==> config.mk <==
export PLATFORM = sky130hd
export DESIGN_NAME = keyed_block_transposition
export DESIGN_NICKNAME = d
export VERILOG_FILES = /design/src/rtl/kbt_pkg.sv /design/src/rtl/kbt_front.sv /design/src/rtl/kbt_queue.sv /design/src/rtl/kbt_back.sv /design/src/rtl/keyed_block_transposition.sv
export SDC_FILE = /design/constraint.sdc
export NUM_CORES = 1
export LEC_CHECK = 0
export ABC_AREA = 1
export BUFFER_PORTS_ARGS = -buffer_cell sky130_fd_sc_hd__buf_4
export CAP_MARGIN = 15
export CORE_MARGIN = 2
export CORE_UTILIZATION = 62
export DETAILED_ROUTE_END_ITERATION = 8
export GPL_TIMING_DRIVEN = 0
export PLACE_DENSITY_LB_ADDON = 0.15
export SLEW_MARGIN = 0
export SYNTH_ARGS = -nofsm -noshare
export SYNTH_HDL_FRONTEND = slang
export SYNTH_SLANG_ARGS = --single-unit
==> constraint.sdc <==
create_clock -name clk_i -period 8 [get_ports clk_i]
set_input_delay 0.8 -clock clk_i [delete_from_list [all_inputs] [get_ports clk_i]]
set_output_delay 0.8 -clock clk_i [all_outputs]
set_load 0.02 [all_outputs]
==> src/rtl/kbt_pkg.sv <==
`default_nettype none

package kbt_pkg;

  // Default sizing, handed to the top level parameters
  localparam int unsigned KBT_MAX_KEY     = 8;
  localparam int unsigned KBT_SYMBOL_BITS = 8;
  localparam int unsigned KBT_MIN_KEY     = 3;

  // Fixed field widths
  localparam int unsigned SYM_W     = 8;
  localparam int unsigned LEN_W     = 4;
  localparam int unsigned KEY_W     = 64;
  localparam int unsigned CFG_IDX_W = 2;
  localparam int unsigned CFG_DAT_W = 64;

  // Block queue between front and back
  localparam int unsigned QDEPTH = 2;

  // Register indexes
  localparam logic [CFG_IDX_W-1:0] CFG_DIRECTION   = 2'd0;
  localparam logic [CFG_IDX_W-1:0] CFG_KEY_LENGTH  = 2'd1;
  localparam logic [CFG_IDX_W-1:0] CFG_KEY_SYMBOLS = 2'd2;
  localparam logic [CFG_IDX_W-1:0] CFG_PAD_SYMBOL  = 2'd3;

  // Result status codes
  localparam logic [1:0] STATUS_OK      = 2'd0;
  localparam logic [1:0] STATUS_BAD_KEY = 2'd1;
  localparam logic [1:0] STATUS_BAD_LEN = 2'd2;

  typedef struct packed {
    logic [SYM_W-1:0] symbol;
    logic             last;
  } in_item_t;

  typedef struct packed {
    logic [SYM_W-1:0] out_symbol;
    logic             block_end;
    logic             text_end;
    logic [1:0]       status;
  } out_item_t;

  typedef struct packed {
    logic             direction;
    logic [LEN_W-1:0] key_length;
    logic [KEY_W-1:0] key_symbols;
    logic [SYM_W-1:0] pad_symbol;
  } cfg_t;

  // Per-block control carried through the queue
  typedef struct packed {
    logic [LEN_W-1:0] len;
    logic             last;
    logic [1:0]       status;
  } blk_ctl_t;

endpackage

`default_nettype wire

==> src/rtl/kbt_front.sv <==
`default_nettype none

module kbt_front
  import kbt_pkg::*;
#(
  parameter int unsigned MAX_KEY     = KBT_MAX_KEY,
  parameter int unsigned SYMBOL_BITS = KBT_SYMBOL_BITS,
  localparam int unsigned IW = $clog2(MAX_KEY),
  localparam int unsigned CW = $clog2(MAX_KEY + 1)
) (
  input  wire logic                            clk_i,
  input  wire logic                            rst_ni,
  input  wire cfg_t                            cfg_i,
  input  wire logic                            in_valid_i,
  output logic                                 in_stall_o,
  input  wire in_item_t                        in_item_i,
  input  wire logic                            q_full_i,
  output logic                                 push_o,
  output logic [MAX_KEY-1:0][SYM_W-1:0]        syms_o,
  output logic [MAX_KEY-1:0][IW-1:0]           sel_o,
  output blk_ctl_t                             ctl_o
);

  localparam logic [SYM_W-1:0] SymMask =
    (SYMBOL_BITS >= SYM_W) ? {SYM_W{1'b1}} : SYM_W'((1 << SYMBOL_BITS) - 1);

  logic [CW-1:0]                fill_q, fill_d;
  logic [MAX_KEY-1:0][SYM_W-1:0] store_q;

  logic                          in_acc;
  logic [SYM_W-1:0]              sym_m, pad_m;
  logic [MAX_KEY-1:0][SYM_W-1:0] key_m;
  logic                          key_ok;
  logic [MAX_KEY-1:0][IW-1:0]    rank, ord;
  logic                          room;
  logic [CW-1:0]                 fill_new;
  logic                          short_blk;

  assign in_stall_o = q_full_i;
  assign in_acc     = in_valid_i && !in_stall_o;
  assign sym_m      = in_item_i.symbol & SymMask;
  assign pad_m      = cfg_i.pad_symbol & SymMask;
  assign room       = (fill_q < CW'(MAX_KEY));
  assign fill_new   = room ? fill_q + CW'(1) : fill_q;
  assign short_blk  = (LEN_W'(fill_new) < cfg_i.key_length);

  // Key slots, duplicate check and ranks by unsigned code
  always_comb begin
    logic dup;
    dup = 1'b0;
    for (int k = 0; k < MAX_KEY; k++) begin
      key_m[k] = cfg_i.key_symbols[8*k +: SYM_W] & SymMask;
    end
    for (int a = 0; a < MAX_KEY; a++) begin
      for (int b = a + 1; b < MAX_KEY; b++) begin
        if ((LEN_W'(b) < cfg_i.key_length) && (key_m[a] == key_m[b])) begin
          dup = 1'b1;
        end
      end
    end
    key_ok = !dup && (cfg_i.key_length >= LEN_W'(KBT_MIN_KEY))
             && (cfg_i.key_length <= LEN_W'(MAX_KEY));
    for (int p = 0; p < MAX_KEY; p++) begin
      rank[p] = '0;
      for (int q = 0; q < MAX_KEY; q++) begin
        if ((LEN_W'(q) < cfg_i.key_length) && (key_m[q] < key_m[p])) begin
          rank[p] = rank[p] + IW'(1);
        end
      end
    end
  end

  // Inverse ranks: which key position ranks i-th
  always_comb begin
    for (int i = 0; i < MAX_KEY; i++) begin
      ord[i] = '0;
      for (int p = 0; p < MAX_KEY; p++) begin
        if ((LEN_W'(p) < cfg_i.key_length) && (rank[p] == IW'(i))) begin
          ord[i] = IW'(p);
        end
      end
    end
  end

  // Block contents: stored entries, the new symbol, then padding
  always_comb begin
    for (int p = 0; p < MAX_KEY; p++) begin
      if (CW'(p) < fill_new) begin
        syms_o[p] = (room && (CW'(p) == fill_q)) ? sym_m : store_q[p];
      end else begin
        syms_o[p] = pad_m;
      end
      sel_o[p] = cfg_i.direction ? rank[p] : ord[p];
    end
  end

  // Classify the accepted item
  always_comb begin
    fill_d = fill_q;
    push_o = 1'b0;
    ctl_o  = '{len: LEN_W'(1), last: 1'b1, status: STATUS_BAD_KEY};
    if (in_acc) begin
      if (!key_ok) begin
        fill_d = '0;
        push_o = in_item_i.last;
      end else if (short_blk && !in_item_i.last) begin
        fill_d = fill_new;
      end else if (short_blk && cfg_i.direction) begin
        fill_d = '0;
        push_o = 1'b1;
        ctl_o  = '{len: LEN_W'(1), last: 1'b1, status: STATUS_BAD_LEN};
      end else begin
        fill_d = '0;
        push_o = 1'b1;
        ctl_o  = '{len: cfg_i.key_length, last: in_item_i.last, status: STATUS_OK};
      end
    end
  end

  always_ff @(posedge clk_i or negedge rst_ni) begin
    if (!rst_ni) begin
      fill_q <= '0;
    end else begin
      fill_q <= fill_d;
    end
  end

  // Gathering store, no reset
  always_ff @(posedge clk_i) begin
    if (in_acc && key_ok && room) begin
      store_q[fill_q[IW-1:0]] <= sym_m;
    end
  end

endmodule

`default_nettype wire

==> src/rtl/kbt_queue.sv <==
`default_nettype none

module kbt_queue
  import kbt_pkg::*;
#(
  parameter int unsigned MAX_KEY = KBT_MAX_KEY,
  localparam int unsigned IW  = $clog2(MAX_KEY),
  localparam int unsigned QPW = $clog2(QDEPTH),
  localparam int unsigned QCW = $clog2(QDEPTH + 1)
) (
  input  wire logic                             clk_i,
  input  wire logic                             rst_ni,
  input  wire logic                             push_i,
  input  wire logic [MAX_KEY-1:0][SYM_W-1:0]    syms_i,
  input  wire logic [MAX_KEY-1:0][IW-1:0]       sel_i,
  input  wire blk_ctl_t                         ctl_i,
  output logic                                  full_o,
  input  wire logic                             pop_i,
  output logic                                  head_valid_o,
  output logic [MAX_KEY-1:0][SYM_W-1:0]         head_syms_o,
  output logic [MAX_KEY-1:0][IW-1:0]            head_sel_o,
  output blk_ctl_t                              head_ctl_o
);

  logic [QDEPTH-1:0][MAX_KEY-1:0][SYM_W-1:0] syms_q;
  logic [QDEPTH-1:0][MAX_KEY-1:0][IW-1:0]    sel_q;
  blk_ctl_t [QDEPTH-1:0]                     ctl_q;
  logic [QPW-1:0]                            wp_q, wp_d, rp_q, rp_d;
  logic [QCW-1:0]                            count_q, count_d;

  assign full_o       = (count_q == QCW'(QDEPTH));
  assign head_valid_o = (count_q != '0);
  assign head_syms_o  = syms_q[rp_q];
  assign head_sel_o   = sel_q[rp_q];
  assign head_ctl_o   = ctl_q[rp_q];

  // Pointer and fill bookkeeping
  always_comb begin
    wp_d    = wp_q;
    rp_d    = rp_q;
    count_d = count_q;
    if (push_i) begin
      wp_d = (wp_q == QPW'(QDEPTH - 1)) ? '0 : wp_q + QPW'(1);
    end
    if (pop_i) begin
      rp_d = (rp_q == QPW'(QDEPTH - 1)) ? '0 : rp_q + QPW'(1);
    end
    if (push_i && !pop_i) begin
      count_d = count_q + QCW'(1);
    end else if (!push_i && pop_i) begin
      count_d = count_q - QCW'(1);
    end
  end

  always_ff @(posedge clk_i or negedge rst_ni) begin
    if (!rst_ni) begin
      wp_q    <= '0;
      rp_q    <= '0;
      count_q <= '0;
    end else begin
      wp_q    <= wp_d;
      rp_q    <= rp_d;
      count_q <= count_d;
    end
  end

  // Block slots
  always_ff @(posedge clk_i) begin
    if (push_i) begin
      syms_q[wp_q] <= syms_i;
      sel_q[wp_q]  <= sel_i;
      ctl_q[wp_q]  <= ctl_i;
    end
  end

`ifndef NO_ASSERTIONS
  a_no_overflow: assert property (@(posedge clk_i) disable iff (!rst_ni)
    push_i |-> (!full_o || pop_i))
    else $error("block queue written while full");

  a_no_underflow: assert property (@(posedge clk_i) disable iff (!rst_ni)
    pop_i |-> head_valid_o)
    else $error("block queue read while empty");

  a_count_track: assert property (@(posedge clk_i) disable iff (!rst_ni)
    (push_i && !pop_i) |=> (count_q == $past(count_q) + QCW'(1)))
    else $error("block queue count lost a write");
`endif

endmodule

`default_nettype wire

==> src/rtl/kbt_back.sv <==
`default_nettype none

module kbt_back
  import kbt_pkg::*;
#(
  parameter int unsigned MAX_KEY = KBT_MAX_KEY,
  localparam int unsigned IW = $clog2(MAX_KEY)
) (
  input  wire logic                            clk_i,
  input  wire logic                            rst_ni,
  input  wire logic                            head_valid_i,
  input  wire logic [MAX_KEY-1:0][SYM_W-1:0]   head_syms_i,
  input  wire logic [MAX_KEY-1:0][IW-1:0]      head_sel_i,
  input  wire blk_ctl_t                        head_ctl_i,
  output logic                                 pop_o,
  output logic                                 out_valid_o,
  input  wire logic                            out_stall_i,
  output out_item_t                            out_item_o
);

  logic [IW-1:0] cnt_q, cnt_d;
  logic          out_valid_q, out_valid_d;
  out_item_t     out_q, out_d;
  logic          load, advance, blk_end;

  assign load    = !out_valid_q || !out_stall_i;
  assign advance = head_valid_i && load;
  assign blk_end = ((LEN_W'(cnt_q) + LEN_W'(1)) == head_ctl_i.len);
  assign pop_o   = advance && blk_end;

  // Next result from the head block
  always_comb begin
    cnt_d       = cnt_q;
    out_valid_d = out_valid_q;
    out_d       = out_q;
    if (load) begin
      out_valid_d = head_valid_i;
    end
    if (advance) begin
      out_d.out_symbol = (head_ctl_i.status == STATUS_OK) ?
                         head_syms_i[head_sel_i[cnt_q]] : '0;
      out_d.block_end  = blk_end;
      out_d.text_end   = blk_end && head_ctl_i.last;
      out_d.status     = head_ctl_i.status;
      cnt_d            = blk_end ? '0 : cnt_q + IW'(1);
    end
  end

  always_ff @(posedge clk_i or negedge rst_ni) begin
    if (!rst_ni) begin
      cnt_q       <= '0;
      out_valid_q <= 1'b0;
    end else begin
      cnt_q       <= cnt_d;
      out_valid_q <= out_valid_d;
    end
  end

  // Output payload, no reset
  always_ff @(posedge clk_i) begin
    out_q <= out_d;
  end

  assign out_valid_o = out_valid_q;
  assign out_item_o  = out_q;

endmodule

`default_nettype wire

==> src/rtl/keyed_block_transposition.sv <==
`default_nettype none
// A completed block goes into a queue slot; its first result then enters the output register.
// One item per cycle in and out while not stalled; blocks give key_length results, one if bad.
// A two-block queue between gathering and output lets a block gather while the previous drains.
// Input stalls only while both queue slots are occupied; a slot frees as its last result
// enters the output register.
// Reset clears the fill count, queue, output valid and registers (pad symbol to all ones);
// the gathering store holds no reset value and is only read where written.

module keyed_block_transposition
  import kbt_pkg::*;
#(
  parameter int unsigned MAX_KEY     = KBT_MAX_KEY,
  parameter int unsigned SYMBOL_BITS = KBT_SYMBOL_BITS
) (
  input  wire logic                 clk_i,
  input  wire logic                 rst_ni,
  input  wire logic                 cfg_we_i,
  input  wire logic [CFG_IDX_W-1:0] cfg_idx_i,
  input  wire logic [CFG_DAT_W-1:0] cfg_data_i,
  input  wire logic                 in_valid_i,
  output logic                      in_stall_o,
  input  wire in_item_t             in_item_i,
  output logic                      out_valid_o,
  input  wire logic                 out_stall_i,
  output out_item_t                 out_item_o
);

  localparam int unsigned IW = $clog2(MAX_KEY);

  cfg_t                          cfg_q, cfg_d;
  logic                          q_full, push, pop, head_valid;
  logic [MAX_KEY-1:0][SYM_W-1:0] f_syms, h_syms;
  logic [MAX_KEY-1:0][IW-1:0]    f_sel, h_sel;
  blk_ctl_t                      f_ctl, h_ctl;

  // Configuration registers
  always_comb begin
    cfg_d = cfg_q;
    if (cfg_we_i) begin
      case (cfg_idx_i)
        CFG_DIRECTION:   cfg_d.direction   = cfg_data_i[0];
        CFG_KEY_LENGTH:  cfg_d.key_length  = cfg_data_i[LEN_W-1:0];
        CFG_KEY_SYMBOLS: cfg_d.key_symbols = cfg_data_i[KEY_W-1:0];
        CFG_PAD_SYMBOL:  cfg_d.pad_symbol  = cfg_data_i[SYM_W-1:0];
        default: ;
      endcase
    end
  end

  always_ff @(posedge clk_i or negedge rst_ni) begin
    if (!rst_ni) begin
      cfg_q <= '{direction: 1'b0, key_length: '0, key_symbols: '0,
                 pad_symbol: {SYM_W{1'b1}}};
    end else begin
      cfg_q <= cfg_d;
    end
  end

  kbt_front #(
    .MAX_KEY     (MAX_KEY),
    .SYMBOL_BITS (SYMBOL_BITS)
  ) u_front (
    .clk_i      (clk_i),
    .rst_ni     (rst_ni),
    .cfg_i      (cfg_q),
    .in_valid_i (in_valid_i),
    .in_stall_o (in_stall_o),
    .in_item_i  (in_item_i),
    .q_full_i   (q_full),
    .push_o     (push),
    .syms_o     (f_syms),
    .sel_o      (f_sel),
    .ctl_o      (f_ctl)
  );

  kbt_queue #(
    .MAX_KEY (MAX_KEY)
  ) u_queue (
    .clk_i        (clk_i),
    .rst_ni       (rst_ni),
    .push_i       (push),
    .syms_i       (f_syms),
    .sel_i        (f_sel),
    .ctl_i        (f_ctl),
    .full_o       (q_full),
    .pop_i        (pop),
    .head_valid_o (head_valid),
    .head_syms_o  (h_syms),
    .head_sel_o   (h_sel),
    .head_ctl_o   (h_ctl)
  );

  kbt_back #(
    .MAX_KEY (MAX_KEY)
  ) u_back (
    .clk_i        (clk_i),
    .rst_ni       (rst_ni),
    .head_valid_i (head_valid),
    .head_syms_i  (h_syms),
    .head_sel_i   (h_sel),
    .head_ctl_i   (h_ctl),
    .pop_o        (pop),
    .out_valid_o  (out_valid_o),
    .out_stall_i  (out_stall_i),
    .out_item_o   (out_item_o)
  );

endmodule

`default_nettype wire
**Word-level counts from Yosys, hierarchy flattened**

Cells that the tools add are included.

- Input bits: 80
- Logic and storage cells: 706
- Register bits after elaboration: 355
- Output and inout bits: 14

- Eq/ne operators: 89
- Magnitude comparators: 91
- Reductions and logical operators: 194
- Muxes and demuxes: 209
- Add/sub/neg operators: 63

Operators by type and width:

| cell | number |
|---|---|
| 8-bit < comparator | 64 |
| 3-bit two-way mux | 98 |
| 8-bit == test | 28 |
| 64-bit two-way mux | 3 |
| 1-bit logical AND | 170 |
| 3-bit by 1-bit adder with 3-bit output, second input constant | 49 |
| 8-bit two-way mux | 18 |
| 128-bit bitwise mux | 1 |
| 3-bit == test, second input constant | 28 |
| 24-bit two-way mux | 3 |
| 64-bit bitwise mux | 1 |
| 64-bit demux with 1-bit select | 1 |
| 1-bit two-way mux | 49 |
| 7-bit two-way mux | 7 |
| 48-bit bitwise mux | 1 |
| 3-bit by 2-bit == test with 1-bit output, second input constant | 14 |
| 2-bit two-way mux | 18 |
| 3-bit by 4-bit < comparator with 1-bit output, first input constant | 8 |
| 8-bit binary-select mux with 3-bit select | 1 |
| 24-bit demux with 1-bit select | 1 |
| 8-bit demux with 3-bit select | 1 |
| 3-bit by 1-bit == test with 1-bit output, second input constant | 7 |
| 3-bit logical NOT | 7 |
| 1-bit by 1-bit adder with 2-bit output, second input constant | 8 |
| 31 further kinds | 60 |

**Logic depth before layout (Yosys ltp)**

- Depth after elaboration: 39
- Gate-level depth with buffers: 38
- Depth with buffers taken out: 38

**Hierarchy**

A second synthesis with hierarchy kept.

- Cell total of the unflattened synthesis: 3,002
- Area total of the unflattened synthesis: 25,483.2 sq um

By module, submodules not included:

| module | cells an instance | area an instance (sq um) | sequential area each (sq um) | times used |
|---|---|---|---|---|
| kbt_front | 2,048 | 13,106.3 | 2,021.9 | 1 |
| kbt_queue | 321 | 7,263.2 | 5,805.6 | 1 |
| keyed_block_transposition | 347 | 3,345.7 | 1,936.9 | 1 |
| kbt_back | 286 | 1,767.9 | 460.4 | 1 |

**Worst setup path before layout**

OpenSTA, ideal clock, no wires.

- Path kind: register to register
- Start point: reg cfg_q[23] (netlist name)
- End point: reg u_queue.ctl_q[10] (netlist name) (enable)
- Path buffers: 0
- Library setup time: 0.580 ns
- Path slack: 0.654 ns
- Stages on the path, launching flop included: 13
- Required time: 7.420 ns
- Arrival: 6.766 ns
- Clock period less this slack: 7.346 ns
- Cells stage by stage: dfrtp_1 inv_1 ha_1 nand2_1 nor2_1 nand4_1 nand2_1 or4_1 nor4_1 nand2_1 nor2_1 inv_2 a21oi_1

- Word-level cells in the longest chain between the ends: 35
- Elaborated cells on any way between the ends: 47
- Those cells by class: eq/ne (7); mux (30); reduce/logical (10)

RTL lines:

| item | RTL line | source |
|---|---|---|
| from (decl) | keyed_block_transposition.sv:31 | `cfg_t cfg_q, cfg_d;` |
| from (signal assigned) | keyed_block_transposition.sv:53 | `cfg_q <= '{direction: 1'b0, key_length: '0, key_symbols: '0,` |
| from (signal assigned) | keyed_block_transposition.sv:56 | `cfg_q <= cfg_d;` |
| 8-bit == test | kbt_front.sv:56 | `if ((LEN_W'(b) < cfg_i.key_length) && (key_m[a] == key_m[b])) begin` |
| 1-bit logical AND | kbt_front.sv:56 |  |
| 1-bit two-way mux (12 in series) | kbt_front.sv:56 |  |
| 1-bit two-way mux * (16 in series) | kbt_front.sv:56 |  |
| 1-bit logical NOT * | kbt_front.sv:61 | `key_ok = !dup && (cfg_i.key_length >= LEN_W'(KBT_MIN_KEY))` |
| 1-bit logical AND * | kbt_front.sv:61 |  |
| 1-bit logical AND * | kbt_front.sv:62 | `&& (cfg_i.key_length <= LEN_W'(MAX_KEY));` |
| 1-bit two-way mux * | kbt_front.sv:103 | `if (!key_ok) begin` |
| 1-bit two-way mux * | kbt_front.sv:102 | `if (in_acc) begin` |
| to (signal, indexed assignment) | kbt_queue.sv:72 | `ctl_q[wp_q] <= ctl_i;` |
| to (decl) | kbt_queue.sv:27 | `blk_ctl_t [QDEPTH-1:0] ctl_q;` |

Every way passes the cells marked *; elsewhere a longest branch is shown, timed or not.
A chain may end at the register's enable or synchronous reset.

==> results.py <==
metrics = {
    "finish": {
        "drive_gt1_frac": 0.06731,
        "final_cells": 3601,
        "num_antenna_cells": 0,
        "fin_nets": 3422,
        "final_cell_area_mm2": 0.02659,
        "area_growth_pct": 11.30,
    },
    "global_route": {
        "busiest_layer": "met2",
        "globalRouteMet1Util": 0.5017,
        "met3_usage": 0.1027,
        "grt_pass1_wl_um": 111800,
        "grt_max_degree": 58,
        "grt_pass1_vias": 20690,
        "grtUsageTotal": 0.3588,
        "globalRouteOverflowTotal": 0,
        "antenna_found_initial": 0,
        "grtUsageMet2": 0.5437,
    },
    "synthesis": {
        "synth_enable_flop_cells": 266,
        "synth_area_leader_cell": "edfxtp_1",
        "synth.net_count": 3281,
        "avgSynthCellArea_um2": 8.181,
        "synth.area.top_cells": "edfxtp_1 33%, ha_1 15%, nand2_1 12%",
        "postSynthCellCount": 2920,
        "ys_types": 48,
        "async_flop_share": 0.2507,
        "syn_area_mm2": 0.02389,
        "synth.top_cell.area_share": 0.3344,
        "yosysMostFrequentCell": "nand2_1",
        "ys.flop_type": "edfxtp_1",
        "yosysWarnings": 0,
        "ys_ff_latch": 355,
        "synth_common_cells": "788 x nand2_1, 300 x inv_1, 291 x nand3_1, 281 x ha_1, 266 x edfxtp_1",
        "ys_seq_area_frac": 0.4280,
    },
    "min_path": {
        "hold_class": "primary input to asynchronous set/reset pin",
    },
    "pwr": {
        "peakVddDrop_mv": 0.1941,
        "p_switching_mw": 4.620,
        "p_per_area_mw_per_mm2": 366.2,
        "pwr-share-seq": 0.286,
        "p_clk_frac": 0.174,
        "leakagePower_nw": 12.39,
        "swShare": 0.4745,
        "p_comb_frac": 0.540,
        "p_total_mw": 9.736,
        "power.internal_mw": 5.116,
    },
    "critical_path": {
        "startpoint_type": "flip-flop",
        "crit_fanout": 10,
        "r2r-start": "cfg_q[75]",
        "r2r-end": "u_queue.sel_q[25]",
        "r2r_slack_ps": 1900,
        "arrival_ps": 6410,
        "rr_worst_depth": 32,
        "cp-end-kind": "flip-flop",
        "required_ps": 8310,
        "cp_common_cell": "nand2_1",
        "crit_path_max_incr_delay_ps": 380,
        "critPathKind": "flip-flop to flip-flop",
        "slowest_stage": "ha_1",
    },
    "die": {
        "row_count": 71,
        "coreArea_mm2": 0.03784,
        "die_w_um": 200.3,
        "start_util": 0.6313,
        "fp.dieArea_mm2": 0.04012,
        "die_h_um": 200.3,
        "boundaryPins": 94,
    },
    "placement": {
        "dp_hpwl_um": 55630,
        "io_buffers": 93,
        "place_congestion": 0.9673,
        "place_ws_ps": 2028,
        "placed_area_mm2": 0.02541,
        "dp.cells": 3531,
    },
    "clock_tree": {
        "cts_made_buffers": 38,
        "clk_latency_ps": 580,
        "cts_tree": "built",
        "htree_levels": 2,
        "numClockSinks": 355,
        "clk_pin_slew_ps": 70,
        "ctsResizeCount": 0,
        "cts_setup_buffers": 0,
        "cts-root-buf": "clkbuf_16",
        "ctsLongestPathBuffers": 3,
        "ctsHoldBuffers": 0,
    },
    "drt": {
        "vias": 21740,
        "finalWirelength_um": 72140,
        "route.detailed.drc": 0,
        "ant_nets": 0,
        "drt-pass1-iter-count": 8,
        "wire_per_inst_um": 20.03,
        "vias_per_cell": 6.038,
        "drt_iter0_markers": 2584,
    },
    "sta": {
        "setup_viol_count_final": 0,
        "rsz0062_at_grt": "false",
        "timing.final.ws_setup_ps": 1900,
        "period_needed_ps": 6100,
        "slew_headroom": 0.2431,
        "drv_slew": 0,
        "whs_ps": 215.8,
        "skew_ps": 27.28,
        "report.final.hold_viol_count": 0,
        "timing.fmax_ghz": 0.1639,
        "worst_pin_slew_ps": 1127,
        "fin_crit_sh": 0.7625,
    },
    "run_status": {
        "outcome": "complete, no violations",
    },
    "flow_run": {
        "drv_cap": 0,
    },
}
==> placed cells by master, fill, tap and decap left out, types with 3 or more instances in the layout <==
cell type    n
nor2_1     227
a21o_1       6
mux2_2       7
clkbuf_16   39
nand3b_1     7
inv_2        7
inv_1      299
clkinv_1     9
o211ai_1    19
xnor2_1      7
nand4_1     43
xor2_1      11
buf_16       5
dfstp_2      8
edfxtp_1   266
buf_4       93
o21ai_1      5
a211oi_1    14
a31oi_1     11
a21oi_1    218
nor4_1       4
and2_1       5
o21ai_0    178
o22ai_1      9
or2_2       10
nand2_1    788
clkbuf_1    60
buf_2        6
nor3_1       9
clkinv_2    11
nand3_1    291
nand3_2      3
buf_1        7
o21a_1      13
ha_1       281
dfrtp_1     81
nand2_2      3
==> worst max path at each step <==
stage	cells past startpoint	start	to	slack, ps
final	32	cfg_q[75]	u_queue.sel_q[25]	1900
after global routing	35	cfg_q[75]	u_queue.sel_q[3]	1520
after CTS	31	cfg_q[75]	u_queue.sel_q[5]	1980
after detailed placement	31	cfg_q[75]	u_queue.sel_q[29]	2030
after global placement	12	cfg_q[19]	u_queue.syms_q[70]	-2810
after floorplan	12	cfg_q[23]	u_queue.ctl_q[10]	650
==> flip-flops by register name, indices dropped and copies added (netlist names) <==
| register | cells |
|---|---|
| u_queue.rp_q | 1 |
| u_queue.sel_q | 48 |
| u_back.cnt_q | 3 |
| u_queue.syms_q | 128 |
| u_front.store_q | 64 |
| u_front.fill_q | 4 |
| u_back.out_item_o | 12 |
| cfg_q | 77 |
| u_queue.count_q | 2 |
| u_queue.ctl_q | 14 |
| u_queue.wp_q | 1 |
| u_back.out_valid_o | 1 |
==> routing by layer <==
| layer | part of all wire | wire length, um |
|---|---|---|
| met5 | 0 | 0 |
| met4 | 0.027 | 1982 |
| met3 | 0.12 | 9005 |
| met2 | 0.43 | 31090 |
| met1 | 0.42 | 30060 |
==> power by group through the flow <==
stage / clock [mW] / sequential (mW) / combinational, mW
final: 1.69 / 2.79 / 5.26
after global routing: 1.77 / 2.82 / 5.90
after CTS: 1.70 / 2.78 / 5.12
after detailed placement: 0 / 2.82 / 5.09
after global placement: 0 / 2.85 / 4.79
after floorplan: 0 / 2.80 / 3.51
==> logic make-up (layout without fill, tap and decap cells) <==
family          count (synthesis)  after routing  synth area share
xor+xnor                       18             18          0.006599
fa+ha+maj                     281            281            0.1472
simple gates                 1397           1397            0.2451
buf+inv                       376            546           0.05939
flops                         355            355            0.4280
compound gates                486            486            0.1105
mux                             7              7          0.003300
==> final cells by class <==
type / count / area (um^2)
multi-input combinational: 2189 / 12260
buffer: 67 / 259.0
timing repair buffer: 101 / 873.3
clock buffer: 46 / 1012
clock inverter: 23 / 160.2
fill: 3011 / 11260
tap: 511 / 639.4
inverter: 309 / 1162
sequential: 355 / 10220
==> stage by stage <==
stage | util | TNS, ps
final | 0.7026 | 0
after global routing | 0.7026 | 0
after CTS | 0.7024 | 0
after detailed placement | 0.6714 | 0
after global placement | 0.6666 | -265940
after floorplan | - | 0
==> worst max-delay path, delay by kind of cell (launching register included) <==
family,cells,cell delay [ps]
and+or+nand+nor,19,2480
buffers and inverters,7,1450
adders and majority gates,5,1330
DFF,1,320
AOI/OAI and AO/OA,1,230
Power figures use the tool's default switching activity.
